### config.mk
export PLATFORM = sky130hd
export DESIGN_NAME = oahl_ctrl
export DESIGN_NICKNAME = d
export VERILOG_FILES = /design/src/hw/rtl/oahl_pkg.sv /design/src/hw/rtl/oahl_ctrl.sv
export SDC_FILE = /design/constraint.sdc
export NUM_CORES = 1
export LEC_CHECK = 0
export BUFFER_PORTS_ARGS = -buffer_cell sky130_fd_sc_hd__buf_4
export CORE_AREA = 2 2 39 41
export CTS_CLUSTER_SIZE = 12
export DETAILED_ROUTE_END_ITERATION = 16
export DIE_AREA = 0 0 41 43
export GPL_TIMING_DRIVEN = 1
export PLACE_DENSITY = 0.68
export SLEW_MARGIN = 25
export SYNTH_ARGS = -nofsm -noshare
export SYNTH_HDL_FRONTEND = slang
export SYNTH_SLANG_ARGS = --single-unit
### constraint.sdc
create_clock -name i_clk -period 1.8 [get_ports i_clk]
set_input_delay 0.09 -clock i_clk [delete_from_list [all_inputs] [get_ports i_clk]]
set_output_delay 0.09 -clock i_clk [all_outputs]
set_load 0.005 [all_outputs]
### src/hw/rtl/oahl_pkg.sv
// Shared constants, codes and control structs for the open-address hash lookup.
// No dependencies; every other file of the block uses this package.
package oahl_pkg;

    localparam int TABLE_DEPTH = 1024;
    localparam int IDX_W       = $clog2(TABLE_DEPTH);
    localparam int SIZE_W      = IDX_W + 1;
    localparam int CFG_W       = 11;
    localparam int SLOT_W      = 10;
    localparam int KEY_W       = 32;
    localparam int VAL_W       = 32;
    localparam int DIV_W       = KEY_W + 1;
    localparam int CNT_W       = $clog2(DIV_W);

    localparam logic REQ_WRITE  = 1'b0;
    localparam logic REQ_LOOKUP = 1'b1;

    typedef enum logic [1:0] {
        ST_WRITE = 2'd0,
        ST_FOUND = 2'd1,
        ST_MISS  = 2'd2,
        ST_LIMIT = 2'd3
    } t_status;

    // Controller to datapath
    typedef struct packed {
        logic    in_rdy;
        logic    clr_wr;
        logic    mod_key;
        logic    step;
        logic    ld_index;
        logic    set_res;
        t_status res_st;
        logic    load_out;
    } t_cmd;

    // Datapath to controller
    typedef struct packed {
        logic in_valid;
        logic req_write;
        logic clr_last;
        logic key_zero;
        logic size_zero;
        logic mod_done;
        logic key_match;
        logic key_empty;
        logic val_zero;
        logic at_limit;
        logic out_free;
    } t_sts;

endpackage

### src/hw/rtl/oahl_ctrl.sv
// Controller state machine: clearing pass, request decode, probe loop, result hand-off.
// Uses oahl_pkg; talks to the datapath through t_cmd and t_sts only.
module oahl_ctrl (
    input  logic           i_clk,
    input  logic           i_rst_n,
    input  oahl_pkg::t_sts i_sts,
    output oahl_pkg::t_cmd o_cmd
);
    import oahl_pkg::*;

    typedef enum logic [5:0] {
        S_CLEAR = 6'b000001,
        S_IDLE  = 6'b000010,
        S_START = 6'b000100,
        S_MOD   = 6'b001000,
        S_CHK   = 6'b010000,
        S_DONE  = 6'b100000
    } t_state;

    t_state r_state, n_state;

    always_comb begin
        n_state = r_state;
        o_cmd   = '0;
        o_cmd.res_st = ST_WRITE;
        case (r_state)
            S_CLEAR: begin
                o_cmd.clr_wr = 1'b1;
                if (i_sts.clr_last) begin
                    n_state = S_IDLE;
                end
            end
            S_IDLE: begin
                o_cmd.in_rdy = 1'b1;
                if (i_sts.in_valid) begin
                    if (i_sts.req_write) begin
                        o_cmd.set_res = 1'b1;
                        o_cmd.res_st  = ST_WRITE;
                        n_state       = S_DONE;
                    end else begin
                        n_state = S_START;
                    end
                end
            end
            S_START: begin
                if (i_sts.key_zero || i_sts.size_zero) begin
                    o_cmd.set_res = 1'b1;
                    o_cmd.res_st  = ST_MISS;
                    n_state       = S_DONE;
                end else begin
                    o_cmd.mod_key = 1'b1;
                    n_state       = S_MOD;
                end
            end
            S_MOD: begin
                if (i_sts.mod_done) begin
                    o_cmd.ld_index = 1'b1;
                    n_state        = S_CHK;
                end
            end
            S_CHK: begin
                if (i_sts.key_match) begin
                    o_cmd.set_res = 1'b1;
                    o_cmd.res_st  = i_sts.val_zero ? ST_MISS : ST_FOUND;
                    n_state       = S_DONE;
                end else if (i_sts.key_empty) begin
                    o_cmd.set_res = 1'b1;
                    o_cmd.res_st  = ST_MISS;
                    n_state       = S_DONE;
                end else if (i_sts.at_limit) begin
                    o_cmd.set_res = 1'b1;
                    o_cmd.res_st  = ST_LIMIT;
                    n_state       = S_DONE;
                end else begin
                    o_cmd.step = 1'b1;
                    n_state    = S_MOD;
                end
            end
            S_DONE: begin
                if (i_sts.out_free) begin
                    o_cmd.load_out = 1'b1;
                    n_state        = S_IDLE;
                end
            end
            default: begin
                n_state = S_CLEAR;
            end
        endcase
    end

    always_ff @(posedge i_clk) begin
        if (!i_rst_n) begin
            r_state <= S_CLEAR;
        end else begin
            r_state <= n_state;
        end
    end

endmodule

==> metrics.cfg, run 1 <==
[timing]
clock-skew-final_ns = 0.00430
post-route-min-period_ns = 1.93
fin_crit_sh_pct = 107
worst_pin_slew_ns = 0.564
rsz0062_at_grt = yes
clock.fmax_mhz = 518
final-setup-viol-count = 8
slew-limit-headroom_pct = 62.1
hold_viol = 0
fin_setup_tns_ns = -0.697
slew_viol_final = 0
layout_setup_ws_ns = -0.131

[worst_setup_path]
arrival_ns = 2.05
worstPathRequired_ns = 1.92
start_kind = flop
end_kind = flop
cp_max_fo = 2
criticalPathCategory = reg2reg

[final_layout]
syn_to_final_growth_pct = 78.7
largest_register_ffs = 6
final_common_cell = buf_4
drive_gt1_share_pct = 59.2
most-common-layout-cells = buf_4, nor2_1, dfxtp_2
reg_top3 = r_state: 6 flops
diodes = 0
top_register = r_state
final_cells = 114
fin_nets = 113
utilization_pct = 61.6

[logic_synthesis]
synth_area_leaders = dfxtp_1, nor2_1, nor3_1
synthesis.nets = 74
syn-cell-area_um2 = 477
syn-instance-count = 61
synth-edff-count = 0
synth_top_area_cell = dfxtp_1
synth_top_area_share_pct = 25.2
synthFlopType = dfxtp_1
ys_ff_latch = 6
async_reset_ff_share_pct = 0
ys_seq_area_share_pct = 25.2
syn_area_per_cell_um2 = 7.81
ys_warn_count = 0
synthDistinctLibCells = 32

[pwr]
power.total_uw = 565
peakVddDrop_v = 0.000440
leakagePower_uw = 0.000384
power_density_nw_per_um2 = 663

[routing]
viasPerCell = 5.37
ant_nets = 0
wl_met1_um = 675
wl_per_cell_um = 14.4
dr.first_iter.drc_count = 2
first_pass_iters = 2
route.vias.total = 612
drc_errors = 0
totalWireLength_um = 1640
met2_wirelength_um = 876
dr.max_layer_used = met4
wl_met3_um = 31

[outcome]
failed_checks = setup timing
status = finished, violations left

[clocking]
cts_made_buffers = 3
cts_tree = yes
clkSlewWorstSetupHoldPaths_ns = 0.04
cts_hold_buf = 0
cts_root_buffer = clkbuf_4
htreeDepth = 1
clockBufferDepth = 2
cts.sinks = 6
insertion_delay_ns = 0.24

[floorplan]
die_width_um = 41
die_h_um = 43
coreArea_um2 = 1380
ios = 22
start_util_pct = 34.4
core.rowCount = 14
die_area_um2 = 1760

[placed_design]
io_buffers = 21
dp_hpwl_um = 1140
dpl.cell_count = 106
gp_congestion = 0.781

[worst_hold_path]
hold_class = in2reg

[global_routing]
grt_pass1_wl_um = 2310
grt_pass1_vias = 571
grt-ovfl-total = 0
antenna_found_initial = 0
grt_max_degree = 9
track_usage_pct = 19.0

[flow_run]
drv_cap = 0

## power breakdown
part	internal, µW	switching [µW]	total, µW
Clock	75.2	44.9	120
Sequential	147	6.26	154
Combinational	163	128	291
## synthesized netlist by cell type, drive strengths merged, types with 2 or more instances
| library cell | n |
|---|---|
| nor2b | 3 |
| nor4 | 3 |
| nand2b | 2 |
| nor3 | 6 |
| or3b | 2 |
| dfxtp | 6 |
| nor3b | 3 |
| nor2 | 9 |
| or4 | 2 |
| nand3b | 3 |
| inv | 4 |
## kinds of logic (layout without fill, tap and decap cells)
logic type                count (synthesis)  after routing  share of synthesized area (%)
AOI/OAI and AO/OA                        11             11                           18.1
DFF                                       6              6                           25.2
buffers and inverters                     5             42                           5.51
xor gates and xnor gates                  1              1                           1.84
and+or+nand+nor                          38             38                           49.3
## layout make-up
class | count | area [µm²]
Fill cell | 119 | 532
Multi-Input combinational cell | 50 | 395
Timing Repair Buffer | 35 | 274
Sequential cell | 6 | 125
Clock buffer | 3 | 22.5
Tap cell | 16 | 20.0
Inverter | 4 | 15.0
## routing by layer
layer,vias up,track usage (%)
met2,9,31.3
met5,-,0
met4,0,6.00
met1,289,23.8
met3,6,3.14
li1,308,-
## critical path: stages (launching register included)
cell	delay [ns]
dfxtp_2	0.31
or4_4	0.52
or3b_4	0.40
buf_6	0.13
o211ai_1	0.23
buf_4	0.18
nor4_2	0.04
## through the flow
stage          hold WS [ns]  instance area (µm²)  setup WS (ns)
3_3_place_gp          0.273                  711       -0.00748
4_1_cts             0.00466                  806         -0.138
5_1_grt              0.0232                  852         -0.184
3_5_place_dp          0.272                  711        -0.0122
2_1_floorplan         0.167                  477        0.00623
6_report             0.0335                  852         -0.131
## final timing paths
path                            depth (start not counted)  slack, ns                     from                      end
worst min register to register                          3       0.74  r_state[3]$_SDFFE_PN0P_  r_state[4]$_SDFFE_PN0P_
worst max-delay path                                    6      -0.13  r_state[0]$_SDFFE_PN1P_  r_state[2]$_SDFFE_PN0P_
worst max register to register                          6      -0.13  r_state[0]$_SDFFE_PN1P_  r_state[2]$_SDFFE_PN0P_
worst min-delay path                                    2       0.03                 i_sts[9]  r_state[2]$_SDFFE_PN0P_
## timing repair
| item | CTS | global route |
|---|---|---|
| gates resized for setup | 13 | 7 |
| setup buffers | 4 | 1 |
| pin swaps | 8 | 5 |
| endpoints found under the setup margin | 6 | 10 |
Power figures use the tool's default switching activity.
==> run 2: changes to the inputs <==
--- a/config.mk
+++ b/config.mk
@@ -5,13 +5,14 @@
 export SDC_FILE = /design/constraint.sdc
 export NUM_CORES = 1
 export LEC_CHECK = 0
+export ABC_AREA = 1
 export BUFFER_PORTS_ARGS = -buffer_cell sky130_fd_sc_hd__buf_4
 export CORE_AREA = 2 2 39 41
-export CTS_CLUSTER_SIZE = 12
+export CTS_CLUSTER_SIZE = 14
 export DETAILED_ROUTE_END_ITERATION = 16
 export DIE_AREA = 0 0 41 43
 export GPL_TIMING_DRIVEN = 1
-export PLACE_DENSITY = 0.68
+export PLACE_DENSITY = 0.7
 export SLEW_MARGIN = 25
 export SYNTH_ARGS = -nofsm -noshare
 export SYNTH_HDL_FRONTEND = slang
==> run 2 against run 1 <==
  * The run now ends clean
  * Setup slack better by 0.49 ns
  * Clock power hardly changed
  * Synthesized cell count is 33% higher
  * Total power is 12% lower
  * Clock skew is 0.0022 ns lower
  * Flip-flop and latch count stayed put
  * Register-to-register slack better by 0.81 ns
  * Hold slack better by 0.033 ns
  * Utilization is 11 points lower
==> metrics.cfg, run 2 <==
[outcome]
status = finished clean

[logic_synthesis]
synth_compound_area_share_pct = 2.02  ; -16 points
synth_area_leaders = dfxtp_1, inv_1, nor2_1
ys_ff_latch = 6  ; unchanged
synth-adder-area-share_pct = 0  ; unchanged
synthMuxAreaShare_pct = 0  ; unchanged
synth_top_area_share_pct = 24.2  ; -1.0 points
ys_warn_count = 0  ; unchanged
syn_area_per_cell_um2 = 6.13  ; -22%
synthFlopType = dfxtp_1
synth_xor_area_share_pct = 0  ; -1.8 points
synth-simple-area-share_pct = 57.9  ; +8.6 points
yosysMostFrequentCell = inv_1
async_reset_ff_share_pct = 0  ; unchanged
synth-edff-count = 0  ; unchanged
syn-cell-area_um2 = 497  ; +4.2%
synth_top_area_cell = dfxtp_1
synth_top_family_by_area = simple AND/OR/NAND/NOR gates
synthesis.nets = 94  ; +27%
synthDistinctLibCells = 18  ; -44%
netlist_top_cells_count = inv_1, nor2_1, nand2_1
syn-instance-count = 81  ; +33%
ys_seq_area_share_pct = 24.2  ; -1.0 points

[worst_hold_path]
min_delay_path_depth = 3  ; +1
holdCritStartpoint = i_rst_n
hold_class = in2reg

[timing]
clock-skew-final_ns = 0.00210  ; -0.00221 ns
fin_crit_sh_pct = 80.1  ; -27 points
slew-limit-headroom_pct = 85.4  ; +23 points
holdWs_ns = 0.0669  ; +0.0334 ns
slew_viol_final = 0  ; unchanged
fin_setup_tns_ns = 0  ; +0.697 ns
hold_viol = 0  ; unchanged
worst_pin_slew_ns = 0.219  ; -0.345 ns
rsz0062_at_grt = no
clock.fmax_mhz = 693  ; +34%
post-route-min-period_ns = 1.44  ; -0.489 ns
final-setup-viol-count = 0  ; -8

[worst_setup_path]
start_kind = flop
worst_path_largest_cell_delay_ns = 0.36  ; -0.16 ns
arrival_ns = 1.35  ; -0.70 ns
rr_endpoint = r_state[0]$_SDFFE_PN1P_
criticalPathCategory = reg2out
crit_chain = nor2_4 > nand4_2 > inv_2 > nand2_2 > o21ai_1 > buf_4
cp_slowest_cell = dfxtp_1
worstPathRequired_ns = 1.71  ; -0.21 ns
crit_path_end = o_cmd[2]
rr_startpoint = r_state[2]$_SDFFE_PN0P_
cp_max_fo = 6  ; +4
crit_start = r_state[1]$_SDFFE_PN0P_
ff2ff_setup_slack_ns = 0.68  ; +0.81 ns
end_kind = output port
reg2regPathDepth = 7  ; +1

[global_routing]
track_usage_pct = 13.7  ; -5.3 points
grt_max_degree = 7  ; -2
met1_usage_pct = 16.6  ; -7.2 points
grt_pass1_vias = 451  ; -21%
antenna_found_initial = 0  ; unchanged
grt_pass1_wl_um = 1610  ; -30%
top_usage_layer = met2
grt-ovfl-total = 0  ; unchanged
grt_use_met3_pct = 1.57  ; -1.6 points
use_met2_pct = 20.9  ; -10 points

[final_layout]
fin_nets = 120  ; +6.2%
final_common_cell = buf_4
reg_top3 = r_state: 6 flops
syn_to_final_growth_pct = 40.3
drive_gt1_share_pct = 39.0  ; -20 points
top_register = r_state
diodes = 0  ; unchanged
largest_register_ffs = 6  ; unchanged
most-common-layout-cells = buf_4, inv_1, nor2_1, nand2_1
final_cells = 121  ; +6.1%

[floorplan]
die_h_um = 43  ; unchanged
die_width_um = 41  ; unchanged
ios = 22  ; unchanged
core.rowCount = 14  ; unchanged
start_util_pct = 35.9  ; +1.4 points
coreArea_um2 = 1380  ; unchanged
die_area_um2 = 1760  ; unchanged

[clocking]
cts.sinks = 6  ; unchanged
cts_hold_buf = 0  ; unchanged
cts_resized = 0  ; -13
clkSlewWorstSetupHoldPaths_ns = 0.04  ; about the same
insertion_delay_ns = 0.24  ; about the same
htreeDepth = 1  ; unchanged
post_cts_buffers = 0  ; -4
cts_tree = yes
clockBufferDepth = 2  ; unchanged
cts_root_buffer = clkbuf_4
cts_made_buffers = 3  ; unchanged

[routing]
dr.first_iter.drc_count = 5  ; +3
wl_per_cell_um = 8.94  ; -38%
first_pass_iters = 4  ; +2
route.vias.total = 546  ; -11%
viasPerCell = 4.51  ; -16%
drc_errors = 0  ; unchanged
ant_nets = 0  ; unchanged
totalWireLength_um = 1080  ; -34%

[pwr]
power.total_uw = 498  ; -12%
leakagePower_uw = 0.000434  ; +13%
peakVddDrop_v = 0.000500  ; +14%
power_density_nw_per_um2 = 715  ; +7.8%

[placed_design]
dp_hpwl_um = 957  ; -16%
gp_congestion = 0.802  ; +2.7%
dpl.cell_count = 118  ; +11%
io_buffers = 21  ; unchanged

[flow_run]
drv_cap = 0  ; unchanged

run 2: worst max-delay path, delay by kind of cell, from the launching register on:
family,cells,cell delay [ns]
and+or+nand+nor,3,0.40
buffers and inverters,2,0.22
DFF,1,0.36
AOI/OAI and AO/OA,1,0.13
run 2: through the flow:
step                instance area (µm²)  utilization, %  worst slack (ns)
floorplan                           497               -             0.767
global placement                    674            48.7             0.676
detailed placement                  674            48.7             0.604
CTS                                 697            50.4             0.343
global route                        697            50.4             0.253
finish                              697            50.4             0.357
run 2: routing by layer:
layer	vias to the layer above	share of wire, %
met5	-	0
met4	0	2.1
met3	2	9.1
met2	21	46
met1	225	43
li1	298	-
run 2: logic make-up after synthesis:
family,after synthesis
flip-flops,6
buffers and inverters,21
AND/OR/NAND/NOR,52
AO/OA/AOI/OAI,2
run 2: report_power, final:
part           switching, µW  internal, µW  leakage [µW]
logic                    105          92.2      0.000371
registers               26.6           151     0.0000489
clock network           47.8          75.4     0.0000138
total                    179           319      0.000434
run 2: worst min path at each step:
| stage | end | slack, ns |
|---|---|---|
| after global routing | r_state[0]$_SDFFE_PN1P_ | 0.07 |
| final | r_state[3]$_SDFFE_PN0P_ | 0.07 |
| after detailed placement | r_state[3]$_SDFFE_PN0P_ | 0.32 |
| after CTS | r_state[3]$_SDFFE_PN0P_ | 0.07 |
| after floorplan | r_state[0]$_SDFFE_PN1P_ | 0.17 |
| after global placement | r_state[3]$_SDFFE_PN0P_ | 0.32 |
run 2: layout make-up:
type	count	area, µm²
clock buffers	3	22.5
fillers	163	687
inverters	21	78.8
multi-input cells	54	298
flip-flops and latches	6	120
well taps	16	20.0
repair buffers	21	158
==> run 3: changes to the inputs <==
--- a/config.mk
+++ b/config.mk
@@ -5,14 +5,14 @@
 export SDC_FILE = /design/constraint.sdc
 export NUM_CORES = 1
 export LEC_CHECK = 0
-export ABC_AREA = 1
+export ABC_AREA = 0
 export BUFFER_PORTS_ARGS = -buffer_cell sky130_fd_sc_hd__buf_4
 export CORE_AREA = 2 2 39 41
 export CTS_CLUSTER_SIZE = 14
 export DETAILED_ROUTE_END_ITERATION = 16
 export DIE_AREA = 0 0 41 43
 export GPL_TIMING_DRIVEN = 1
-export PLACE_DENSITY = 0.7
+export PLACE_DENSITY = 0.68
 export SLEW_MARGIN = 25
 export SYNTH_ARGS = -nofsm -noshare
 export SYNTH_HDL_FRONTEND = slang
==> constraint.sdc (replaced) <==
create_clock -name i_clk -period 1.3 [get_ports i_clk]
set_input_delay 0.065 -clock i_clk [delete_from_list [all_inputs] [get_ports i_clk]]
set_output_delay 0.065 -clock i_clk [all_outputs]
set_load 0.005 [all_outputs]
==> run 3 against run 2 <==
  * The flow now finishes with violations (setup timing)
  * Largest cell class unchanged
  * Count of clock-buffer cells in the layout is the same
  * Clock skew is essentially flat
  * Total power grew 75%
  * Via count grew 22%
  * Cell area grew 41%
  * Clock power grew 34%
  * Sequential share of layout area shrank 4.1 points
==> metrics.cfg, run 3 (same netlist as run 1, synthesis figures left out) <==
[worst_setup_path]
criticalPathCategory = reg2out
rr_startpoint = r_state[1]$_SDFFE_PN0P_
end_kind = output port
worstPathRequired_ns = 1.24  ; -0.47 ns
ff2ff_setup_slack_ns = -0.51  ; -1.19 ns
rr_endpoint = r_state[3]$_SDFFE_PN0P_
start_kind = flop
reg2regPathDepth = 6  ; -1
cp_max_fo = 3  ; -3
arrival_ns = 1.87  ; +0.52 ns

[timing]
slew_viol_final = 0  ; unchanged
worst_pin_slew_ns = 0.352  ; +0.133 ns
rsz0062_at_grt = yes
post-route-min-period_ns = 1.94
hold_viol = 0  ; unchanged
clock-skew-final_ns = 0.00221  ; +0.000111 ns
fin_crit_sh_pct = 149
slew-limit-headroom_pct = 76.4  ; -9.0 points
final-setup-viol-count = 15  ; +15
clock.fmax_mhz = 516
layout_setup_ws_ns = -0.638  ; -0.995 ns

[floorplan]
start_util_pct = 34.4  ; -1.4 points
core.rowCount = 14  ; unchanged
die_width_um = 41  ; unchanged
coreArea_um2 = 1380  ; unchanged
die_area_um2 = 1760  ; unchanged
ios = 22  ; unchanged
die_h_um = 43  ; unchanged

[routing]
route.vias.total = 664  ; +22%
ant_nets = 0  ; unchanged
wl_per_cell_um = 13.8  ; +55%
dr.first_iter.drc_count = 13  ; +8
viasPerCell = 5.31  ; +18%
first_pass_iters = 4  ; unchanged
totalWireLength_um = 1730  ; +60%
drc_errors = 0  ; unchanged

[final_layout]
most-common-layout-cells = buf_4, buf_6, nor2_1, nor3_1, dfxtp_2
final_common_cell = buf_4
largest_register_ffs = 6  ; unchanged
final_area_um2 = 981  ; +41%
reg_top3 = r_state: 6 flops
fill_cells = 94  ; -42%
syn_to_final_growth_pct = 106
diodes = 0  ; unchanged
drive_gt1_share_pct = 65.1  ; +26 points
top_register = r_state
fin_nets = 124  ; +3.3%
utilization_pct = 70.9  ; +21 points

[placed_design]
dp_hpwl_um = 1180  ; +23%
io_buffers = 21  ; unchanged
dpl_cell_area_um2 = 764  ; +13%
gp_congestion = 0.884  ; +10%

[worst_hold_path]
hold_class = in2reg
whs_endpoint = r_state[0]$_SDFFE_PN1P_
min_delay_path_depth = 2  ; -1
holdCritStartpoint = i_rst_n

[clocking]
cts_root_buffer = clkbuf_4
cts_made_buffers = 3  ; unchanged
clkSlewWorstSetupHoldPaths_ns = 0.04  ; about the same
cts.sinks = 6  ; unchanged
htreeDepth = 1  ; unchanged
cts_tree = yes
insertion_delay_ns = 0.24  ; about the same
clockBufferDepth = 2  ; unchanged

[global_routing]
grt-ovfl-total = 0  ; unchanged
grt_max_degree = 9  ; +2
antenna_found_initial = 0  ; unchanged
grt_pass1_vias = 643  ; +43%
grt_pass1_wl_um = 2530  ; +56%
track_usage_pct = 20.9  ; +7.3 points

[outcome]
failed_checks = setup timing
status = finished, violations left

[pwr]
switching_share_pct = 30.9  ; -5.1 points
peakVddDrop_v = 0.000607  ; +21%
p_seq_share_pct = 24.9  ; -11 points
power.total_uw = 871  ; +75%
p_clk_share_pct = 19.0  ; -5.7 points
power_density_nw_per_um2 = 888  ; +24%
leakagePower_uw = 0.000447  ; +3.2%
p_sw_uw = 269  ; +50%
pwr-share-comb_pct = 56.1  ; +17 points
internal_power_uw = 602  ; +89%

[flow_run]
drv_cap = 0  ; unchanged

-- run 3: per-layer routing --
metal / track usage [%] / part of all wire [%] / up-vias
met5: 0 / 0 / -
met4: 13.3 / 1.9 / 0
met3: 2.62 / 2.8 / 6
met2: 33.4 / 53 / 16
met1: 24.7 / 43 / 318
li1: - / - / 324
-- run 3: worst max-delay path by stage --
stage	slack (ns)	depth (start not counted)	end	startpoint
finish	-0.64	5	o_cmd[2]	r_state[1]$_SDFFE_PN0P_
global route	-0.70	5	o_cmd[2]	r_state[1]$_SDFFE_PN0P_
CTS	-0.63	5	o_cmd[2]	r_state[1]$_SDFFE_PN0P_
detailed placement	-0.49	4	r_state[0]$_SDFFE_PN1P_	r_state[5]$_SDFFE_PN0P_
global placement	-0.49	4	r_state[0]$_SDFFE_PN1P_	r_state[5]$_SDFFE_PN0P_
floorplan	-0.48	5	r_state[0]$_SDFFE_PN1P_	r_state[5]$_SDFFE_PN0P_
-- run 3: repair_timing --
action | CTS | global route
hold buffers | 1 | 0
gates resized for setup | 13 | 14
buffers inserted | 5 | 5
hold endpoints to repair | 1 | 0
pin swaps | 4 | 5
endpoints found under the setup margin | 15 | 15
-- run 3: area by class of cell --
class                      instances  area (µm²)  area share [%]
multi-input combinational         50         407            41.5
timing repair buffer              46         385            39.3
sequential                         6         129            13.1
clock buffer                       3        22.5            2.30
tap                               16        20.0            2.04
inverter                           4        17.5            1.79
-- run 3: critical path, cell delays in order, from the launching register on --
cell and delay (ns):
dfxtp_2 0.32, or4_4 0.54, or3b_4 0.40, nor3_2 0.16, or2_2 0.12, buf_4 0.09
-- run 3: power by group through the flow --
| stage | registers [µW] | logic (µW) | clock network (µW) |
|---|---|---|---|
| 2_1_floorplan | 226 | 158 | 0 |
| 3_3_place_gp | 214 | 334 | 0 |
| 3_5_place_dp | 215 | 338 | 0 |
| 4_1_cts | 209 | 375 | 174 |
| 5_1_grt | 218 | 523 | 187 |
| 6_report | 217 | 488 | 165 |
-- run 3: through the flow --
step / setup WS (ns) / setup TNS (ns) / hold WS, ns / instances
floorplan: -0.483 / -3.53 / 0.129 / 61
global placement: -0.486 / -4.39 / 0.236 / 111
detailed placement: -0.495 / -4.58 / 0.235 / 111
CTS: -0.630 / -6.60 / 0.0510 / 120
global route: -0.700 / -7.56 / 0.0555 / 125
finish: -0.638 / -6.70 / 0.0572 / 125
